<file path="config.mk">
export PLATFORM = sky130hd
export DESIGN_NAME = utf8_stream_decoder_flat
export DESIGN_NICKNAME = d
export VERILOG_FILES = /design/src/hw/rtl/utf8sd_pkg.sv /design/src/hw/rtl/utf8sd_in_if.sv /design/src/hw/rtl/utf8sd_out_if.sv /design/src/hw/rtl/utf8_stream_decoder.sv /design/src/hw/rtl/utf8sd_decode.sv /design/src/hw/rtl/utf8sd_drain.sv /design/src/flat_wrapper.sv
export SDC_FILE = /design/constraint.sdc
export NUM_CORES = 1
export LEC_CHECK = 0
export BUFFER_PORTS_ARGS = -buffer_cell sky130_fd_sc_hd__buf_2
export CAP_MARGIN = 15
export CORE_AREA = 2 2 201 203
export CTS_CLUSTER_SIZE = 16
export DETAILED_ROUTE_END_ITERATION = 10
export DIE_AREA = 0 0 203 205
export PLACE_DENSITY = 0.79
export SLEW_MARGIN = 20
export SYNTH_ARGS = -nofsm -noshare
export SYNTH_HDL_FRONTEND = slang
export SYNTH_HIERARCHICAL = 1
export SYNTH_SLANG_ARGS = --single-unit
</file>
<file path="constraint.sdc">
create_clock -name clk -period 22.3 [get_ports clk]
set_clock_uncertainty 0.05 [all_clocks]
set_input_delay 1.115 -clock clk [delete_from_list [all_inputs] [get_ports clk]]
set_output_delay 1.115 -clock clk [all_outputs]
set_load 0.05 [all_outputs]
</file>
<file path="src/hw/rtl/utf8sd_pkg.sv">
// ----------------------------------------------------------------------------
// utf8sd_pkg
// Shared types, constants and helpers for the UTF-8 stream decoder.
// ----------------------------------------------------------------------------
package utf8sd_pkg;

	localparam int OFFSET_BITS = 32;
	localparam int MAX_UNITS   = 4;

	localparam logic        ACT_EOT    = 1'b1;
	localparam logic [20:0] BAD_BASE   = 21'h110000;
	localparam logic [20:0] MAX_SCALAR = 21'h10FFFF;
	localparam logic [20:0] SURR_LO    = 21'h00D800;
	localparam logic [20:0] SURR_HI    = 21'h00DFFF;
	localparam logic [20:0] MIN_LEN2   = 21'h000080;
	localparam logic [20:0] MIN_LEN3   = 21'h000800;
	localparam logic [20:0] MIN_LEN4   = 21'h010000;

	typedef logic [OFFSET_BITS-1:0] pos_t;

	typedef struct packed {
		logic [20:0] code_point;
		logic        is_valid;
		logic [2:0]  unit_length;
		logic [31:0] start_offset;
	} unit_t;

	typedef struct packed {
		unit_t [MAX_UNITS-1:0] units;
		logic  [2:0]           count;
	} group_t;

	typedef struct packed {
		logic [2:0] seq_len;
		logic [1:0] seen;
		logic       pos_zero;
	} dec_status_t;

	function automatic logic [31:0] off32(pos_t p);
		logic [63:0] w;
		w = 64'(p);
		return w[31:0];
	endfunction

	function automatic unit_t bad_unit(logic [7:0] b, pos_t p);
		unit_t u;
		u.code_point   = BAD_BASE + {13'd0, b};
		u.is_valid     = 1'b0;
		u.unit_length  = 3'd1;
		u.start_offset = off32(p);
		return u;
	endfunction

endpackage

</file>
<file path="src/hw/rtl/utf8sd_in_if.sv">
// ----------------------------------------------------------------------------
// utf8sd_in_if
// Byte request channel: action and data byte with valid/ready.
// ----------------------------------------------------------------------------
interface utf8sd_in_if;
	logic       valid;
	logic       ready;
	logic       action;
	logic [7:0] data_byte;

	modport source (output valid, output action, output data_byte, input ready);
	modport sink (input valid, input action, input data_byte, output ready);
endinterface

</file>
<file path="src/hw/rtl/utf8sd_out_if.sv">
// ----------------------------------------------------------------------------
// utf8sd_out_if
// Decoded unit channel with valid/ready.
// ----------------------------------------------------------------------------
interface utf8sd_out_if;
	logic        valid;
	logic        ready;
	logic [20:0] code_point;
	logic        is_valid;
	logic [2:0]  unit_length;
	logic [31:0] start_offset;
	logic        last_of_run;

	modport source (output valid, output code_point, output is_valid, output unit_length,
		output start_offset, output last_of_run, input ready);
	modport sink (input valid, input code_point, input is_valid, input unit_length,
		input start_offset, input last_of_run, output ready);
endinterface

</file>
<file path="src/hw/rtl/utf8_stream_decoder.sv">
// ----------------------------------------------------------------------------
// utf8_stream_decoder
// Streaming UTF-8 decoder with validation and replay of rejected bytes.
// ----------------------------------------------------------------------------
//   channel | dir | payload
//   bytes   | in  | action, data_byte
//   units   | out | code_point, is_valid, unit_length, start_offset, last_of_run
//
// One request per cycle while bytes.ready is high; a request that yields units
// holds bytes.ready low until its last unit leaves the unit buffer, which drains
// one unit per cycle unless stalled; each unit passes the buffer, then output reg.
// units.ready low stalls the output register; an empty buffer still takes a request.
// arst_n clears sequence state, offset and all valid flags.
// ----------------------------------------------------------------------------
module utf8_stream_decoder (
	input  logic         clk,
	input  logic         arst_n,
	utf8sd_in_if.sink    bytes,
	utf8sd_out_if.source units
);

	logic                    accept;
	logic                    in_ready;
	logic [2:0]              rem;
	utf8sd_pkg::group_t      grp;
	utf8sd_pkg::dec_status_t status;

	assign bytes.ready = in_ready;
	assign accept      = bytes.valid && in_ready;

	utf8sd_decode u_decode (
		.clk       (clk),
		.arst_n    (arst_n),
		.accept    (accept),
		.action    (bytes.action),
		.data_byte (bytes.data_byte),
		.grp       (grp),
		.status    (status)
	);

	utf8sd_drain u_drain (
		.clk      (clk),
		.arst_n   (arst_n),
		.accept   (accept),
		.grp      (grp),
		.in_ready (in_ready),
		.rem      (rem),
		.units    (units)
	);

	a_seen_bound: assert property (@(posedge clk) disable iff (!arst_n)
		(status.seq_len == 3'd0) ? (status.seen == 2'd0)
			: ((status.seq_len >= 3'd2) && (status.seq_len <= 3'd4) &&
			   ({1'b0, status.seen} + 3'd2 <= status.seq_len)))
		else $error("pending sequence count out of range");

	a_eot_offset: assert property (@(posedge clk) disable iff (!arst_n)
		(accept && (bytes.action == utf8sd_pkg::ACT_EOT)) |=>
			(status.pos_zero && (status.seq_len == 3'd0)))
		else $error("end of text did not clear offset and sequence");

	a_bad_unit: assert property (@(posedge clk) disable iff (!arst_n)
		(units.valid && !units.is_valid) |->
			((units.unit_length == 3'd1) && (units.code_point >= utf8sd_pkg::BAD_BASE)))
		else $error("rejected unit malformed");

	a_rem_bound: assert property (@(posedge clk) disable iff (!arst_n)
		(rem <= 3'(utf8sd_pkg::MAX_UNITS)) &&
			(!accept || (grp.count <= 3'(utf8sd_pkg::MAX_UNITS))))
		else $error("unit buffer overflow");

endmodule

</file>
<file path="src/hw/rtl/utf8sd_decode.sv">
// ----------------------------------------------------------------------------
// utf8sd_decode
// Sequence state and single-pass decode of one request into up to four units.
// ----------------------------------------------------------------------------
module utf8sd_decode (
	input  logic                    clk,
	input  logic                    arst_n,
	input  logic                    accept,
	input  logic                    action,
	input  logic [7:0]              data_byte,
	output utf8sd_pkg::group_t      grp,
	output utf8sd_pkg::dec_status_t status
);

	logic [7:0]       lead_q, lead_d;
	logic [2:0]       seq_q, seq_d;
	logic [1:0]       seen_q, seen_d;
	logic [20:0]      acc_q, acc_d;
	logic [7:0]       cb_q [2];
	utf8sd_pkg::pos_t pos_q, pos_d;
	logic             cb_we;

	utf8sd_pkg::pos_t lo;
	logic [20:0]      acc_new;
	logic [20:0]      minimum;
	logic             ok;
	logic             do_rej;
	logic             do_fresh;
	logic             tail_valid;
	utf8sd_pkg::unit_t tail;
	logic [2:0]       n;

	always_comb begin
		lead_d     = lead_q;
		seq_d      = seq_q;
		seen_d     = seen_q;
		acc_d      = acc_q;
		pos_d      = pos_q;
		cb_we      = 1'b0;
		do_rej     = 1'b0;
		do_fresh   = 1'b0;
		tail_valid = 1'b0;
		tail       = '0;
		grp        = '0;
		n          = 3'd0;

		lo      = pos_q - utf8sd_pkg::pos_t'(1) - utf8sd_pkg::pos_t'(seen_q);
		acc_new = {acc_q[14:0], data_byte[5:0]};
		unique case (seq_q)
			3'd2:    minimum = utf8sd_pkg::MIN_LEN2;
			3'd3:    minimum = utf8sd_pkg::MIN_LEN3;
			default: minimum = utf8sd_pkg::MIN_LEN4;
		endcase
		ok = (acc_new >= minimum) && (acc_new <= utf8sd_pkg::MAX_SCALAR) &&
			!((acc_new >= utf8sd_pkg::SURR_LO) && (acc_new <= utf8sd_pkg::SURR_HI));

		if (action == utf8sd_pkg::ACT_EOT) begin
			do_rej = (seq_q != 3'd0);
			seq_d  = 3'd0;
			seen_d = 2'd0;
			acc_d  = '0;
			pos_d  = '0;
		end else begin
			pos_d = pos_q + utf8sd_pkg::pos_t'(1);
			if (seq_q == 3'd0) begin
				do_fresh = 1'b1;
			end else if (data_byte[7:6] == 2'b10) begin
				if (({1'b0, seen_q} + 3'd2) >= seq_q) begin
					seq_d      = 3'd0;
					seen_d     = 2'd0;
					acc_d      = '0;
					tail_valid = 1'b1;
					if (ok) begin
						tail.code_point   = acc_new;
						tail.is_valid     = 1'b1;
						tail.unit_length  = seq_q;
						tail.start_offset = utf8sd_pkg::off32(lo);
					end else begin
						do_rej = 1'b1;
						tail   = utf8sd_pkg::bad_unit(data_byte, pos_q);
					end
				end else begin
					acc_d  = acc_new;
					cb_we  = 1'b1;
					seen_d = seen_q + 2'd1;
				end
			end else begin
				do_rej   = 1'b1;
				do_fresh = 1'b1;
			end
		end

		if (do_fresh) begin
			seq_d  = 3'd0;
			seen_d = 2'd0;
			acc_d  = '0;
			priority if (!data_byte[7]) begin
				tail_valid        = 1'b1;
				tail.code_point   = {13'd0, data_byte};
				tail.is_valid     = 1'b1;
				tail.unit_length  = 3'd1;
				tail.start_offset = utf8sd_pkg::off32(pos_q);
			end else if (data_byte[7:5] == 3'b110) begin
				lead_d = data_byte;
				seq_d  = 3'd2;
				acc_d  = {16'd0, data_byte[4:0]};
			end else if (data_byte[7:4] == 4'b1110) begin
				lead_d = data_byte;
				seq_d  = 3'd3;
				acc_d  = {17'd0, data_byte[3:0]};
			end else if (data_byte[7:3] == 5'b11110) begin
				lead_d = data_byte;
				seq_d  = 3'd4;
				acc_d  = {18'd0, data_byte[2:0]};
			end else begin
				tail_valid = 1'b1;
				tail       = utf8sd_pkg::bad_unit(data_byte, pos_q);
			end
		end

		if (do_rej) begin
			grp.units[n[1:0]] = utf8sd_pkg::bad_unit(lead_q, lo);
			n = n + 3'd1;
			if (seen_q >= 2'd1) begin
				grp.units[n[1:0]] = utf8sd_pkg::bad_unit(cb_q[0], lo + utf8sd_pkg::pos_t'(1));
				n = n + 3'd1;
			end
			if (seen_q >= 2'd2) begin
				grp.units[n[1:0]] = utf8sd_pkg::bad_unit(cb_q[1], lo + utf8sd_pkg::pos_t'(2));
				n = n + 3'd1;
			end
		end
		if (tail_valid) begin
			grp.units[n[1:0]] = tail;
			n = n + 3'd1;
		end
		grp.count = n;
	end

	always_ff @(posedge clk or negedge arst_n) begin
		if (!arst_n) begin
			lead_q <= '0;
			seq_q  <= '0;
			seen_q <= '0;
			acc_q  <= '0;
			pos_q  <= '0;
		end else if (accept) begin
			lead_q <= lead_d;
			seq_q  <= seq_d;
			seen_q <= seen_d;
			acc_q  <= acc_d;
			pos_q  <= pos_d;
		end
	end

	always_ff @(posedge clk) begin
		if (accept && cb_we) begin
			cb_q[seen_q[0]] <= data_byte;
		end
	end

	assign status.seq_len  = seq_q;
	assign status.seen     = seen_q;
	assign status.pos_zero = (pos_q == '0);

endmodule

</file>
<file path="src/hw/rtl/utf8sd_drain.sv">
// ----------------------------------------------------------------------------
// utf8sd_drain
// Unit group buffer and output register; one unit per cycle unless stalled.
// ----------------------------------------------------------------------------
module utf8sd_drain (
	input  logic                 clk,
	input  logic                 arst_n,
	input  logic                 accept,
	input  utf8sd_pkg::group_t   grp,
	output logic                 in_ready,
	output logic [2:0]           rem,
	utf8sd_out_if.source         units
);

	utf8sd_pkg::unit_t [utf8sd_pkg::MAX_UNITS-1:0] buf_q;
	logic [2:0]        rem_q;
	utf8sd_pkg::unit_t out_q;
	logic              out_last_q;
	logic              out_vld_q;
	logic              pop;

	assign pop      = (rem_q != 3'd0) && (!out_vld_q || units.ready);
	assign in_ready = (rem_q == 3'd0) || ((rem_q == 3'd1) && pop);

	always_ff @(posedge clk or negedge arst_n) begin
		if (!arst_n) begin
			rem_q <= '0;
		end else if (accept) begin
			rem_q <= grp.count;
		end else if (pop) begin
			rem_q <= rem_q - 3'd1;
		end
	end

	always_ff @(posedge clk) begin
		if (accept) begin
			buf_q <= grp.units;
		end else if (pop) begin
			buf_q <= {buf_q[utf8sd_pkg::MAX_UNITS-1], buf_q[utf8sd_pkg::MAX_UNITS-1:1]};
		end
	end

	always_ff @(posedge clk or negedge arst_n) begin
		if (!arst_n) begin
			out_vld_q <= 1'b0;
		end else if (pop) begin
			out_vld_q <= 1'b1;
		end else if (units.ready) begin
			out_vld_q <= 1'b0;
		end
	end

	always_ff @(posedge clk) begin
		if (pop) begin
			out_q      <= buf_q[0];
			out_last_q <= (rem_q == 3'd1);
		end
	end

	assign rem                = rem_q;
	assign units.valid        = out_vld_q;
	assign units.code_point   = out_q.code_point;
	assign units.is_valid     = out_q.is_valid;
	assign units.unit_length  = out_q.unit_length;
	assign units.start_offset = out_q.start_offset;
	assign units.last_of_run  = out_last_q;

endmodule
</file>
<file path="src/flat_wrapper.sv">
// flat-port wrapper written by rule: the top's interface ports become plain ports
module utf8_stream_decoder_flat 
  (clk, arst_n, bytes_valid, bytes_action, bytes_data_byte, bytes_ready, units_valid, units_code_point, units_is_valid, units_unit_length, units_start_offset, units_last_of_run, units_ready);
  utf8sd_in_if bytes_i ();
  utf8sd_out_if units_i ();
  input  logic clk;
  input  logic arst_n;
  input wire logic [$bits(bytes_i.valid)-1:0] bytes_valid;
  input wire logic [$bits(bytes_i.action)-1:0] bytes_action;
  input wire logic [$bits(bytes_i.data_byte)-1:0] bytes_data_byte;
  output wire logic [$bits(bytes_i.ready)-1:0] bytes_ready;
  output wire logic [$bits(units_i.valid)-1:0] units_valid;
  output wire logic [$bits(units_i.code_point)-1:0] units_code_point;
  output wire logic [$bits(units_i.is_valid)-1:0] units_is_valid;
  output wire logic [$bits(units_i.unit_length)-1:0] units_unit_length;
  output wire logic [$bits(units_i.start_offset)-1:0] units_start_offset;
  output wire logic [$bits(units_i.last_of_run)-1:0] units_last_of_run;
  input wire logic [$bits(units_i.ready)-1:0] units_ready;
  assign bytes_i.valid = bytes_valid;
  assign bytes_i.action = bytes_action;
  assign bytes_i.data_byte = bytes_data_byte;
  assign bytes_ready = bytes_i.ready;
  assign units_valid = units_i.valid;
  assign units_code_point = units_i.code_point;
  assign units_is_valid = units_i.is_valid;
  assign units_unit_length = units_i.unit_length;
  assign units_start_offset = units_i.start_offset;
  assign units_last_of_run = units_i.last_of_run;
  assign units_i.ready = units_ready;
  utf8_stream_decoder u_core (.clk(clk), .arst_n(arst_n), .bytes(bytes_i), .units(units_i));
endmodule
</file>
==> results of run 1 <==
## critical path, cell delays in order (launching register included)
cell and delay [ps]:
dfrtp_1 400, inv_1 100, nor3_1 210, ha_1 170
or4b_2 580, a211o_1 300, a221o_1 360, a21oi_1 500
a31o_2 250, buf_4 440, nand2_1 240, ha_1 290
nand2_2 190, nand3_1 740, a31o_2 510, a21oi_1 160
a311o_1 150, mux2_2 140
## layout make-up
| cell class | instances | area, um^2 |
|---|---|---|
| fill | 3282 | 17590 |
| sequential | 366 | 10670 |
| multi-input combinational | 1251 | 8454 |
| clock buffer | 47 | 1047 |
| tap | 525 | 656.9 |
| timing repair buffer | 97 | 560.5 |
| clock inverter | 24 | 266.5 |
| inverter | 31 | 116.4 |
## flip-flops by register name, indices dropped and copies added (netlist names), 8 cells and up
register                           cells
u_core/u_decode/cb_q                  16
u_core/u_decode/pos_q                 32
u_core/u_drain/units.code_point       21
u_core/u_decode/lead_q                 8
u_core/u_decode/acc_q                 15
u_core/u_drain/units.start_offset     32
u_core/u_drain/buf_q                 228
## routing by layer
| metal | up-vias | GRT usage, % | share of wire, % | routed length, um |
|---|---|---|---|---|
| li1 | 6624 | - | - | - |
| met1 | 7036 | 36.64 | 44 | 22270 |
| met2 | 750 | 36.33 | 44 | 22130 |
| met3 | 90 | 4.104 | 9.5 | 4790 |
| met4 | 0 | 7.117 | 2.5 | 1265 |
| met5 | - | 0 | 0 | 0 |
## per-stage QoR
step,hold slack (ps),area [um^2],power (mW),utilization [%],setup WS (ps)
2_1_floorplan,350.3,19830,2.063,-,13740
3_3_place_gp,350.3,20450,2.268,51.96,16620
3_5_place_dp,354.5,20460,2.309,51.97,16490
4_1_cts,363.9,21770,2.980,55.31,16440
5_1_grt,371.6,21770,3.113,55.31,16050
6_report,361.8,21770,2.977,55.31,16350
## path summary, 6_finish.rpt
| check | to | depth (start not counted) |
|---|---|---|
| worst max-delay path | u_core/u_drain/buf_q[80] | 17 |
| worst min-delay path | u_core/u_drain/units.code_point[10] | 0 |
| worst max register to register | u_core/u_drain/buf_q[80] | 17 |
| worst min register to register | u_core/u_drain/units.code_point[10] | 0 |
| max in group asynchronous | u_core/u_decode/pos_q[29] | 2 |
| min in group asynchronous | u_core/u_drain/rem[0] | 2 |
## power breakdown
group | internal (mW) | switching (mW) | total [mW]
clock network | 0.395 | 0.270 | 0.665
logic | 0.323 | 0.759 | 1.08
registers | 1.14 | 0.0876 | 1.23
total | 1.86 | 1.12 | 2.98
==> run summary, run 1 <==
The count of synthesis-stage warnings from yosys is 6. The instance count after placement with tap cells included came out at 2270. The floorplan die height is around 210 um. The half-perimeter wire length after detailed placement is ~33000 um. In this run the horizontal extent of the chip is between 200 and 250 um. The start point of the worst min-delay path is u_core/u_drain/buf_q[46]. The CTS H-tree depth is 2. The all-layer global routing usage came out at roughly 24%. The maximum vdd drop came out at 0.08101 mV. Averaged over all synthesized cells, the footprint is 11.14 um^2. The number of remaining DRC errors came out at 0. The total congestion overflow is 0. The slew at the pin closest to its max-slew limit is about 1100 ps. The register-to-register setup slack is 16350 ps. The largest net degree at the start of global routing came out at 189. The final max-slew violation count is 0. The total number of placement rows came out at 73. The initial utilization of the core area, before any placement, comes to 50.38%.

between 70 and 80 I/O pins were placed. The clock sink total came out at 366. The number of cells in the finished layout apart from fillers is roughly 2300.

The number of antenna violations at the first check in global routing came out at 0. The final critical-path share of the clock period came out at 26.69%. The wire length reported by the detailed router is 50460 um. The tree is rooted in a clkbuf_16. The routed layout has 14500 vias.

In this run, post-CTS repair resized a total of 0 instances. After the last flow step, the layout net total stands at 1824. The clock insertion delay at the later pin of the skew report is 550 ps. The post-layout minimum cycle time came out at 5951 ps. The run finished with clean final reports.

STA classifies the critical path endpoint as a register. In this run the critical register-to-register path is launched from u_core/u_decode/seq_q[1]. In this run the deepest clock path goes through 3 buffers. The setup path with the least slack is of type reg2reg. The first-pass GRT wire length came out at 79720 um.

The detailed-router iteration count before antenna repair is 7. The synthesized netlist occupies a cell area of 0.01983 mm^2. The library cell used most frequently in the layout, excluding fill and tap cells, is edfxtp_1. The tightest min-delay check is of the reg2reg type. The iteration-0 DRC count of the detailed router came out at 2097.

Compared with the post-synthesis result, the final layout area differs by 9.778%. In the final layout, the share of cells above drive strength 1 is between 20% and 30%. The die area came out at 0.04162 mm^2. The count of endpoints failing hold in the final timing report is 0. Headroom to the max-slew limit came out at 27.14%. The post-CTS setup-driven buffer insertion count came out at 0.

The via count of the first global-routing pass came out at 13820. The weighted congestion at the end of routability-driven global placement is 0.9350. Setup repair after global routing left no endpoint under its margin. The average routed wire per standard cell came out at 21.56 um.

The number of antenna cells inserted is 0. The detail route stage leaves a number of antenna-violating nets equal to 0. The highest attainable clock frequency came out at ~0.17 GHz. The synthesized netlist net count is 1818. The total clock buffers created by CTS came out at 39. The number of failing setup endpoints in the final timing report came out at 0.

At the worst endpoint, the required time is 22660 ps. The clock tree from TritonCTS is yes. The number of max-capacitance violations reported came out at 0. The leakage dissipation is 7.851 nW. The library cells used most frequently in the layout, excluding fill and tap cells, are edfxtp_1, mux2_2, nor2_1. Clock-pin slew was measured on the worst setup and hold paths at 60 ps. In the final timing run, aggregate negative setup slack is 0 ps.

After technology mapping, the gate count stands at 1780. STA classifies the critical path startpoint as a register. The worst path arrival time came out at 6310 ps. The power per cell area is about 140 mW/mm^2. The mean number of vias per cell came out at 6.194. The number of buffers inserted by port buffering came out at between 70 and 80.

The placeable core region came out at 0.03937 mm^2. The beginning of the critical path is u_core/u_decode/seq_q[1]. For this design, the CTS-stage hold fixing added 0 buffers. The largest fanout of any net on the critical path came out at 38.
(Power assumes the default switching activity.)
==> run 2, diff against run 1 <==
--- a/config.mk
+++ b/config.mk
@@ -5,12 +5,13 @@
 export SDC_FILE = /design/constraint.sdc
 export NUM_CORES = 1
 export LEC_CHECK = 0
+export ABC_AREA = 1
 export BUFFER_PORTS_ARGS = -buffer_cell sky130_fd_sc_hd__buf_2
 export CAP_MARGIN = 15
-export CORE_AREA = 2 2 201 203
+export CORE_AREA = 2 2 208 210
 export CTS_CLUSTER_SIZE = 16
 export DETAILED_ROUTE_END_ITERATION = 10
-export DIE_AREA = 0 0 203 205
+export DIE_AREA = 0 0 210 212
 export PLACE_DENSITY = 0.79
 export SLEW_MARGIN = 20
 export SYNTH_ARGS = -nofsm -noshare
==> constraint.sdc (replaced) <==
create_clock -name clk -period 5.7 [get_ports clk]
set_clock_uncertainty 0.05 [all_clocks]
set_input_delay 0.285 -clock clk [delete_from_list [all_inputs] [get_ports clk]]
set_output_delay 0.285 -clock clk [all_outputs]
set_load 0.05 [all_outputs]
==> run 2 against run 1 <==
Design area increased by 7.4%. Cell count increased by 38%. Worst hold slack improved by 5.2 ps. Core utilization decreased by 0.31 points. Critical endpoint is now u_core/u_drain/buf_q[77]. Highest routed layer unchanged.
==> run summary, run 2 <==
The run finished with clean final reports. The relative max-transition margin was 24.98% (-2.2 points). The worst reg-to-reg path cell count is 18 (+1). The initial cell density of the core came out at 50.21% (-0.17 points). The critical path in this run is classified as reg2reg.

The detailed-router iteration count before antenna repair is 6 (-1). The mean cell area of the mapped netlist was 8.124 um^2 (-27%). The highest attainable clock frequency came out at 0.1904 GHz (+13%). The post-route setup TNS was 0 ps (unchanged). The via count of the first global-routing pass came out at 17130 (+24%). The final max-slew violation count came out at 0 (unchanged). The floorplan die height is 212 um (+3.4%). The kind of path behind the tightest hold check is reg2reg. The synthesized netlist net count came out at 2665 (+47%). The number of remaining DRC errors came out at 0 (unchanged). The startpoint type of the worst setup path is a register. The count of synthesis-stage warnings from yosys was 6 (unchanged). The synthesized netlist cell count came to 2627 (+48%). The post-layout minimum cycle time is 5253 ps (-697.4 ps). The number of top-level design ports was 73 (unchanged). The count of endpoints failing hold in the final timing report is 0 (unchanged). The remaining antenna violation count came out at 0 (unchanged). The first-pass GRT wire length is 99260 um (+25%). The die area was 0.04452 mm^2 (+7.0%). The number of antenna violations at the first check in global routing is 0 (unchanged). The count of nets after finishing is 2695 (+48%). The final critical-path share of the clock period is 92.16% (+65 points). The clock insertion delay at the later pin of the skew report came out at 580 ps (+30 ps).

The vias after detailed routing is 18420 (+27%). The largest fanout of any net on the critical path came out at 27 (-29%). The all-layer global routing usage is 29.12% (+4.7 points). The worst setup path is captured at a register. The average routed wire per standard cell is 20.08 um (-6.8%). The worst setup slack after layout came out at 446.6 ps (-15900 ps). The proportion of layout cells with a drive suffix above 1 came out at 11.53% (-8.5 points). The iteration-0 DRC count of the detailed router is 2309 (+10%).

The number of instances on the worst hold path came out at 0 (unchanged). Setup repair after global routing left no endpoint under its margin. The post-CTS setup-driven buffer insertion count was 0 (unchanged). The area added between synthesis and finish is 9.551%. The number of buffers between clock root and the deepest sink came to 3 (unchanged). The slew at the pin closest to its max-slew limit is 1125 ps (+32.42 ps). The total number of placement rows is 76 (+4.1%). The number of antenna cells inserted is 0 (unchanged). The floorplan die width is 210 um (+3.4%). The leading cell type in the layout, fill and taps excluded is nand2_1. The clock sink total was 366 (unchanged). The worst setup slack after placement is 755.6 ps (-15740 ps). The register with the most flip-flops is u_core/u_drain/buf_q.

The number of flip-flops under the largest register name came out at 228 (unchanged). The mean number of vias per cell came out at 5.695 (-8.1%). The total congestion overflow was 0 (unchanged). The number of max-capacitance violations reported came to 0 (unchanged). The largest net degree at the start of global routing is 129 (-32%).

The worst path arrival time was 5620 ps (-690 ps). The library cells used most frequently in the layout, excluding fill and tap cells, are nand2_1, edfxtp_1, nor2_1. The half-perimeter wire length after detailed placement is 46000 um (+40%). The netlist area before placement was 0.02134 mm^2 (+7.6%).

The placeable core region came out at 0.04251 mm^2 (+8.0%). The number of failing setup endpoints in the final timing report is 0 (unchanged). The data required time of the worst path came out at 6070 ps (-16590 ps). The clock tree root buffer cell is clkbuf_16.

The CTS H-tree depth came out at 2 (unchanged). The wire length reported by the detailed router came out at 64970 um (+29%). The total clock buffers created by CTS came out at 40 (+2.6%). TritonCTS built the clock tree.

The number of buffers inserted by port buffering came to 72 (unchanged). The weighted congestion at the end of routability-driven global placement was 0.9987 (+6.8%). The clock transition time at the flip-flop clock pins of the worst setup and hold paths came to 60 ps (about the same). The final core utilization came out at 55.00% (-0.31 points).
-- run 2: cell types whose count changed in the layout (fill, tap and decap cells not counted), moves of 47 or more --
| cell | change |
|---|---|
| nand3_1 | +55 |
| and3_1 | -49 |
| and2_1 | -47 |
| mux2_2 | -177 |
| nand2_1 | +921 |
| inv_1 | +161 |
| nor2_1 | +60 |
-- run 2: area by class of cell --
| cell class | instances | area (um^2) |
|---|---|---|
| Multi-Input combinational cell | 1927 | 9175 |
| Sequential cell | 366 | 10670 |
| Tap cell | 546 | 683.2 |
| Clock inverter | 24 | 316.6 |
| Inverter | 221 | 842.1 |
| Clock buffer | 50 | 1070 |
| Fill cell | 3798 | 19130 |
| Timing Repair Buffer | 101 | 621.8 |
-- run 2: what timing repair did --
item	in CTS	in global routing
resized for setup	0	0
hold buffers	11	0
endpoints found under the hold margin	89	0
-- run 2: layer usage --
layer / routed length, um / global-route usage [%] / part of all wire (%)
met3: 6925 / 6.455 / 11
met4: 1876 / 9.367 / 2.9
met5: 0 / 0 / 0
met1: 28140 / 42.43 / 43
met2: 28020 / 43.24 / 43
-- run 2: metrics by stage --
step                instances  hold slack (ps)  instance area [um^2]
CTS                      3235            368.4                 23370
floorplan                2627           -60.59                 21350
detailed placement       3150            354.5                 21880
finish                   3235            367.0                 23380
global route             3235            373.1                 23380
global placement         3150            352.3                 21880
-- run 2: worst max-delay path, cell delays in order, from the launching register on --
cell     delay (ps)
dfrtp_1         400
inv_1           150
ha_1            330
nand2_1          50
o21ai_0         150
a31oi_1          80
inv_1           360
nand2_1         190
a21oi_1         320
nand2_1         210
ha_1            250
buf_4           260
nand2_1         250
nand3_1         520
inv_2           740
nand4_1         380
nand3_1         220
nand2_1          70
nand2_1         100
-- run 2: worst paths after layout --
path | end | from | slack (ps)
setup / recovery | u_core/u_drain/buf_q[77] | u_core/u_decode/seen_q[1] | 450
hold / removal | u_core/u_drain/units.start_offset[23] | u_core/u_drain/buf_q[23] | 370
setup reg to reg | u_core/u_drain/buf_q[77] | u_core/u_decode/seen_q[1] | 450
hold reg to reg | u_core/u_drain/units.start_offset[23] | u_core/u_drain/buf_q[23] | 370
max in group asynchronous | u_core/u_decode/pos_q[18] | arst_n | 4610
min in group asynchronous | u_core/u_decode/acc_q[13] | arst_n | 400
Power of run 2 is left out: the tool's default activity adds up to more than one toggle a clock period on the data nets, which glitch-free logic cannot reach.
